File: config.mk
export PLATFORM = sky130hd
export DESIGN_NAME = sffa_ctrl
export DESIGN_NICKNAME = d
export VERILOG_FILES = /design/src/rtl/core/separable_field_force_accumulator_macros.svh /design/src/rtl/core/sffa_pkg.sv /design/src/rtl/core/sffa_ctrl.sv
export SDC_FILE = /design/constraint.sdc
export NUM_CORES = 1
export LEC_CHECK = 0
export ABC_AREA = 1
export BUFFER_PORTS_ARGS = -buffer_cell sky130_fd_sc_hd__buf_2
export CORE_MARGIN = 2
export CORE_UTILIZATION = 37
export DETAILED_ROUTE_END_ITERATION = 10
export HOLD_SLACK_MARGIN = 0.02
export PLACE_DENSITY = 0.57
export SETUP_SLACK_MARGIN = 0.15
export SYNTH_ARGS = -nofsm -noshare
export SYNTH_HDL_FRONTEND = slang
export SYNTH_SLANG_ARGS = --single-unit
File: constraint.sdc
create_clock -name clk -period 1.7 [get_ports clk]
set_input_delay 0.255 -clock clk [delete_from_list [all_inputs] [get_ports clk]]
set_output_delay 0.255 -clock clk [all_outputs]
set_load 0.05 [all_outputs]
File: src/rtl/core/separable_field_force_accumulator_macros.svh
// assertion macros for the separable field force accumulator
// included by the files that carry concurrent checks, no other dependencies
`ifndef SEPARABLE_FIELD_FORCE_ACCUMULATOR_MACROS_SVH
`define SEPARABLE_FIELD_FORCE_ACCUMULATOR_MACROS_SVH
`ifndef SYNTHESIS
// same-cycle implication, reset held low disables the check
`define SFFA_ASSERT_IMPLIES(label, clk, rst_n, ante, cons) \
	label: assert property (@(posedge clk) disable iff (!rst_n) (ante) |-> (cons)) \
		else $error("sffa check failed");
// next-cycle implication
`define SFFA_ASSERT_NEXT(label, clk, rst_n, ante, cons) \
	label: assert property (@(posedge clk) disable iff (!rst_n) (ante) |=> (cons)) \
		else $error("sffa check failed");
`else
`define SFFA_ASSERT_IMPLIES(label, clk, rst_n, ante, cons)
`define SFFA_ASSERT_NEXT(label, clk, rst_n, ante, cons)
`endif
`endif

File: src/rtl/core/sffa_pkg.sv
// shared widths, constants and controller/datapath command types
// no dependencies
package sffa_pkg;

	localparam int COEF_W   = 16;
	localparam int FIELD_W  = 32;
	localparam int PP_W     = 2 * COEF_W;
	localparam int MUL_W    = 33;
	localparam int PROD_W   = 64;
	localparam int SUM_W    = 56;
	localparam int SUM_LO_W = 32;
	localparam int SUM_HI_W = SUM_W - SUM_LO_W;
	localparam int TERM_SHIFT = 22;
	localparam int OUT_SHIFT  = 24;
	localparam int RND_W    = PROD_W - OUT_SHIFT;
	localparam int GRAD_W   = 32;
	localparam int IN_DATA_W  = 2 * COEF_W + 3 * FIELD_W;
	localparam int OUT_DATA_W = 2 * GRAD_W;

	localparam logic [PROD_W-1:0] TERM_RND = PROD_W'(1) << (TERM_SHIFT - 1);
	localparam logic [PROD_W-1:0] OUT_RND  = PROD_W'(1) << (OUT_SHIFT - 1);
	localparam logic [PROD_W-1:0] NEG_LIMIT = PROD_W'(64'h0000_0000_8000_0000);
	localparam logic [PROD_W-1:0] POS_LIMIT = PROD_W'(64'h0000_0000_7FFF_FFFF);
	localparam logic [GRAD_W-1:0] GRAD_MIN = 32'h8000_0000;
	localparam logic [GRAD_W-1:0] GRAD_MAX = 32'h7FFF_FFFF;

	// operand pairing of the per-lane multiplier
	typedef enum logic [1:0] {
		MUL_TERM = 2'd0,
		MUL_LO   = 2'd1,
		MUL_HI   = 2'd2
	} mul_sel_t;

	typedef struct packed {
		logic     load_in;
		logic     pp_en;
		logic     mul_en;
		mul_sel_t mul_sel;
		logic     acc_en;
		logic     mag_en;
		logic     rnd_en;
		logic     load_out;
	} cmd_t;

	typedef struct packed {
		logic last_term;
	} sts_t;

endpackage

File: src/rtl/core/sffa_ctrl.sv
// controller: sequences one term through the datapath, owns both handshakes
// depends on sffa_pkg
module sffa_ctrl (
	input  logic           clk,
	input  logic           arst_n,
	input  logic           s_tvalid,
	output logic           s_tready,
	output logic           m_tvalid,
	input  logic           m_tready,
	input  sffa_pkg::sts_t sts,
	output sffa_pkg::cmd_t cmd
);

	typedef enum logic [7:0] {
		ST_IDLE = 8'b0000_0001,
		ST_PP   = 8'b0000_0010,
		ST_MUL  = 8'b0000_0100,
		ST_ACC  = 8'b0000_1000,
		ST_MAG  = 8'b0001_0000,
		ST_LO   = 8'b0010_0000,
		ST_HI   = 8'b0100_0000,
		ST_FIN  = 8'b1000_0000
	} state_t;

	state_t state_q;
	state_t state_d;
	logic   valid_q;
	logic   out_free;

	assign out_free = !valid_q || m_tready;

	always_comb begin
		state_d     = state_q;
		cmd         = '0;
		cmd.mul_sel = sffa_pkg::MUL_TERM;
		s_tready    = 1'b0;
		unique case (state_q)
			ST_IDLE: begin
				s_tready    = 1'b1;
				cmd.load_in = s_tvalid;
				if (s_tvalid) begin
					state_d = ST_PP;
				end
			end
			ST_PP: begin
				cmd.pp_en = 1'b1;
				state_d   = ST_MUL;
			end
			ST_MUL: begin
				cmd.mul_en = 1'b1;
				state_d    = ST_ACC;
			end
			ST_ACC: begin
				cmd.acc_en = 1'b1;
				state_d    = sts.last_term ? ST_MAG : ST_IDLE;
			end
			ST_MAG: begin
				cmd.mag_en = 1'b1;
				state_d    = ST_LO;
			end
			ST_LO: begin
				cmd.mul_en  = 1'b1;
				cmd.mul_sel = sffa_pkg::MUL_LO;
				state_d     = ST_HI;
			end
			ST_HI: begin
				cmd.rnd_en  = 1'b1;
				cmd.mul_en  = 1'b1;
				cmd.mul_sel = sffa_pkg::MUL_HI;
				state_d     = ST_FIN;
			end
			ST_FIN: begin
				cmd.load_out = out_free;
				if (out_free) begin
					state_d = ST_IDLE;
				end
			end
			default: begin
				state_d = ST_IDLE;
			end
		endcase
	end

	always_ff @(posedge clk or negedge arst_n) begin
		if (!arst_n) begin
			state_q <= ST_IDLE;
			valid_q <= 1'b0;
		end else begin
			state_q <= state_d;
			if (cmd.load_out) begin
				valid_q <= 1'b1;
			end else if (m_tready) begin
				valid_q <= 1'b0;
			end
		end
	end

	assign m_tvalid = valid_q;

endmodule

==> run_results.csv <==
group,metric,value,unit
clock_network,cts_inserted_buffers,3,
floorplanning,initial_utilization,39.1,%
worst_setup_path,critPathLaunchType,"register",
flow_run,drv_cap,0,
synth,syn_inst,83,
worst_setup_path,r2r_slack,270,ps
worst_setup_path,r2r_end,"state_q[0]$_DFFE_PN1P_",
clock_network,clock_path_buffers,2,
sta,finalCriticalPeriod,1650,ps
floorplanning,die_y,43.9,um
synth,synth.area.top_cells,"dfrtp_1, nand2_1, inv_1",
final_layout,fin_nets,114,
synth,avgSynthCellArea,7.10,um^2
pwr,power_density,1210,nW/um^2
clock_network,cts.sinks,9,
drt,drt_pass1_iterations,4,
status,status,"finished, final reports clean",
clock_network,clock_latency,260,ps
synth,synthMostInstantiatedCell,"nand2_1",
grt,grt_max_degree,10,
final_layout,antenna_cells,0,
grt,grt_antenna_before_repair,0,
sta,hold_violations,0,
sta,worst_pin_slew,249,ps
sta,timing.fmax,0.608,GHz
worst_setup_path,critPathKind,"register to output port",
synth,ys_seq_elements,9,
min_path,whs_path_depth,2,
final_layout,finalInstanceArea,867,um^2
clock_network,cts_tree,"yes",
place,place_congestion,0.722,
place,post-dp-hpwl,891,um
sta,skew,0.667,ps
worst_setup_path,r2r_start,"state_q[2]$_DFFE_PN0P_",
synth,syn_nets,88,
synth,yosysTopAreaCell,"dfrtp_1",
synth,synth-seq-area-share,38.4,%
floorplanning,core_area,1510,um^2
sta,slew_headroom,83.5,%
worst_setup_path,required,1440,ps
floorplanning,ios,16,
clock_network,htree_levels,1,
grt,grt_pass1_vias,533,
sta,finalCritPeriodShare,96.8,%
synth,synth_edf_count,0,
drt,avgRoutedWirePerCell,10.8,um
drt,ant_nets,0,
floorplanning,die_w,43.9,um
drt,vias,547,
synth,synthDominantCellAreaShare,34.0,%
worst_setup_path,worstPathMaxFanout,3,
pwr,p_leak,0.535,nW
clock_network,clkTransAtPathRegs,60,ps
final_layout,drive_above_1_share,55.6,%
synth,synthFlopType,"dfrtp_1",
worst_setup_path,crit_arrival,1390,ps
min_path,hold_path_class,"input pin to register",
clock_network,clock-root-buffer,"clkbuf_4",
drt,drt_wl_total,1330,um
floorplanning,row_count,14,
worst_setup_path,r2r_cells,10,
floorplanning,die-area,1930,um^2
grt,grt_usage,15.0,%
min_path,min_to,"m_tvalid$_DFFE_PN0P_",
drt,drc_errors,0,
final_layout,area_growth,47.1,%
synth,synth_cell_types,16,
synth,ys.warnings.count,0,
worst_setup_path,critPathCaptureType,"output port",
grt,overflow,0,
min_path,min_from,"m_tready",
synth,ys_top_cells_by_count,"nand2_1, inv_1, nor2_1",
sta,setup_tns,0,ps
synth,synth_area,589,um^2
sta,grt_setup_unrepaired,"yes",
place,io_buffers,15,
sta,slew_viol_final,0,
pwr,ir_worst_vdd,1140,uV
sta,setup_viol,0,
drt,vias_per_cell,4.41,
grt,grt_pass1_wl,2090,um
drt,first_iter_violations,8,
place,place_area,683,um^2
synth,synth-async-reset-ratio,100,%
how the worst max path moves through the flow:
stage                                 startpoint      to  slack, ps  cells after the start
after floorplan           state_q[0]$_DFFE_PN1P_  cmd[8]        150                      5
after global placement    state_q[0]$_DFFE_PN1P_  cmd[8]        220                      6
after detailed placement  state_q[7]$_DFFE_PN0P_  cmd[8]        210                      7
after CTS                 state_q[4]$_DFFE_PN0P_  cmd[8]         40                      7
after global routing      state_q[0]$_DFFE_PN1P_  cmd[8]        -30                      6
final                     state_q[0]$_DFFE_PN1P_  cmd[8]         50                      6
cells by family after synthesis:
family / count (synthesis) / synth area share [%]
AOI/OAI and AO/OA: 2 / 2.33
DFF: 9 / 38.4
and+or+nand+nor: 48 / 42.7
buffers and inverters: 24 / 16.6
stage by stage:
| step | power, W | util (%) | hold slack [ps] | setup slack [ps] | instances |
|---|---|---|---|---|---|
| finish | 0.00105 | 57.6 | 192 | 54.2 | 124 |
| global route | 0.00112 | 57.6 | 205 | -34.8 | 124 |
| detailed placement | 0.000780 | 45.3 | 123 | 208 | 112 |
| CTS | 0.00102 | 53.4 | 188 | 35.7 | 120 |
| floorplan | 0.000711 | - | -40.6 | 151 | 83 |
| global placement | 0.000776 | 45.3 | 123 | 216 | 112 |
placed cells by master (no fill, tap or decap), types with 2 or more instances in the layout:
master    Yosys  routed
buf_2         0       6
buf_4         2       7
buf_6         0       4
buf_8         0       5
clkbuf_4      0       3
dfrtp_1       8       8
inv_1        15       9
inv_2         7      12
nand2_1      18      15
nand2_2       3       5
nand2_4       4       5
nand3_2       1       2
nor2_1       15      12
nor2_2        2       4
nor2_4        2       3
repair_timing:
item | CTS | global route
resized for setup | 24 | 10
hold buffers | 1 | 0
pin swaps | 6 | 6
endpoints found under the setup margin | 10 | 10
endpoints found under the hold margin | 8 | 0
gates cloned | 0 | 0
setup buffers | 3 | 4
cell type report:
type / count / area, um^2
fillers: 145 / 639
inverters: 22 / 86.3
multi-input cells: 50 / 295
repair buffers: 23 / 213
flip-flops and latches: 9 / 226
clock buffers: 4 / 26.3
well taps: 16 / 20.0
critical path, stage by stage (launching register included):
cell	delay [ps]
dfstp_2	540
nand2_1	60
nor2_2	90
and2_4	160
inv_2	50
nor2_4	70
buf_6	150
routing by layer:
| layer | wire length, um | up-vias | global-route usage (%) |
|---|---|---|---|
| met2 | 636 | 15 | 25.3 |
| met4 | 27 | 0 | 9.09 |
| met1 | 608 | 243 | 17.4 |
| li1 | - | 284 | - |
| met5 | 0 | - | 0 |
| met3 | 61 | 5 | 2.50 |
registers in the layout, indices dropped and copies added, names as in the netlist:
signal and flops:
m_tvalid 1, state_q 8
power breakdown:
group | switching (W) | leakage [nW] | internal [W]
Combinational | 0.000383 | 0.399 | 0.000221
Clock | 0.0000790 | 0.0150 | 0.0000907
Sequential | 0.0000221 | 0.121 | 0.000255
Total | 0.000485 | 0.535 | 0.000566
Note: power is estimated with default switching activity, not from simulation.
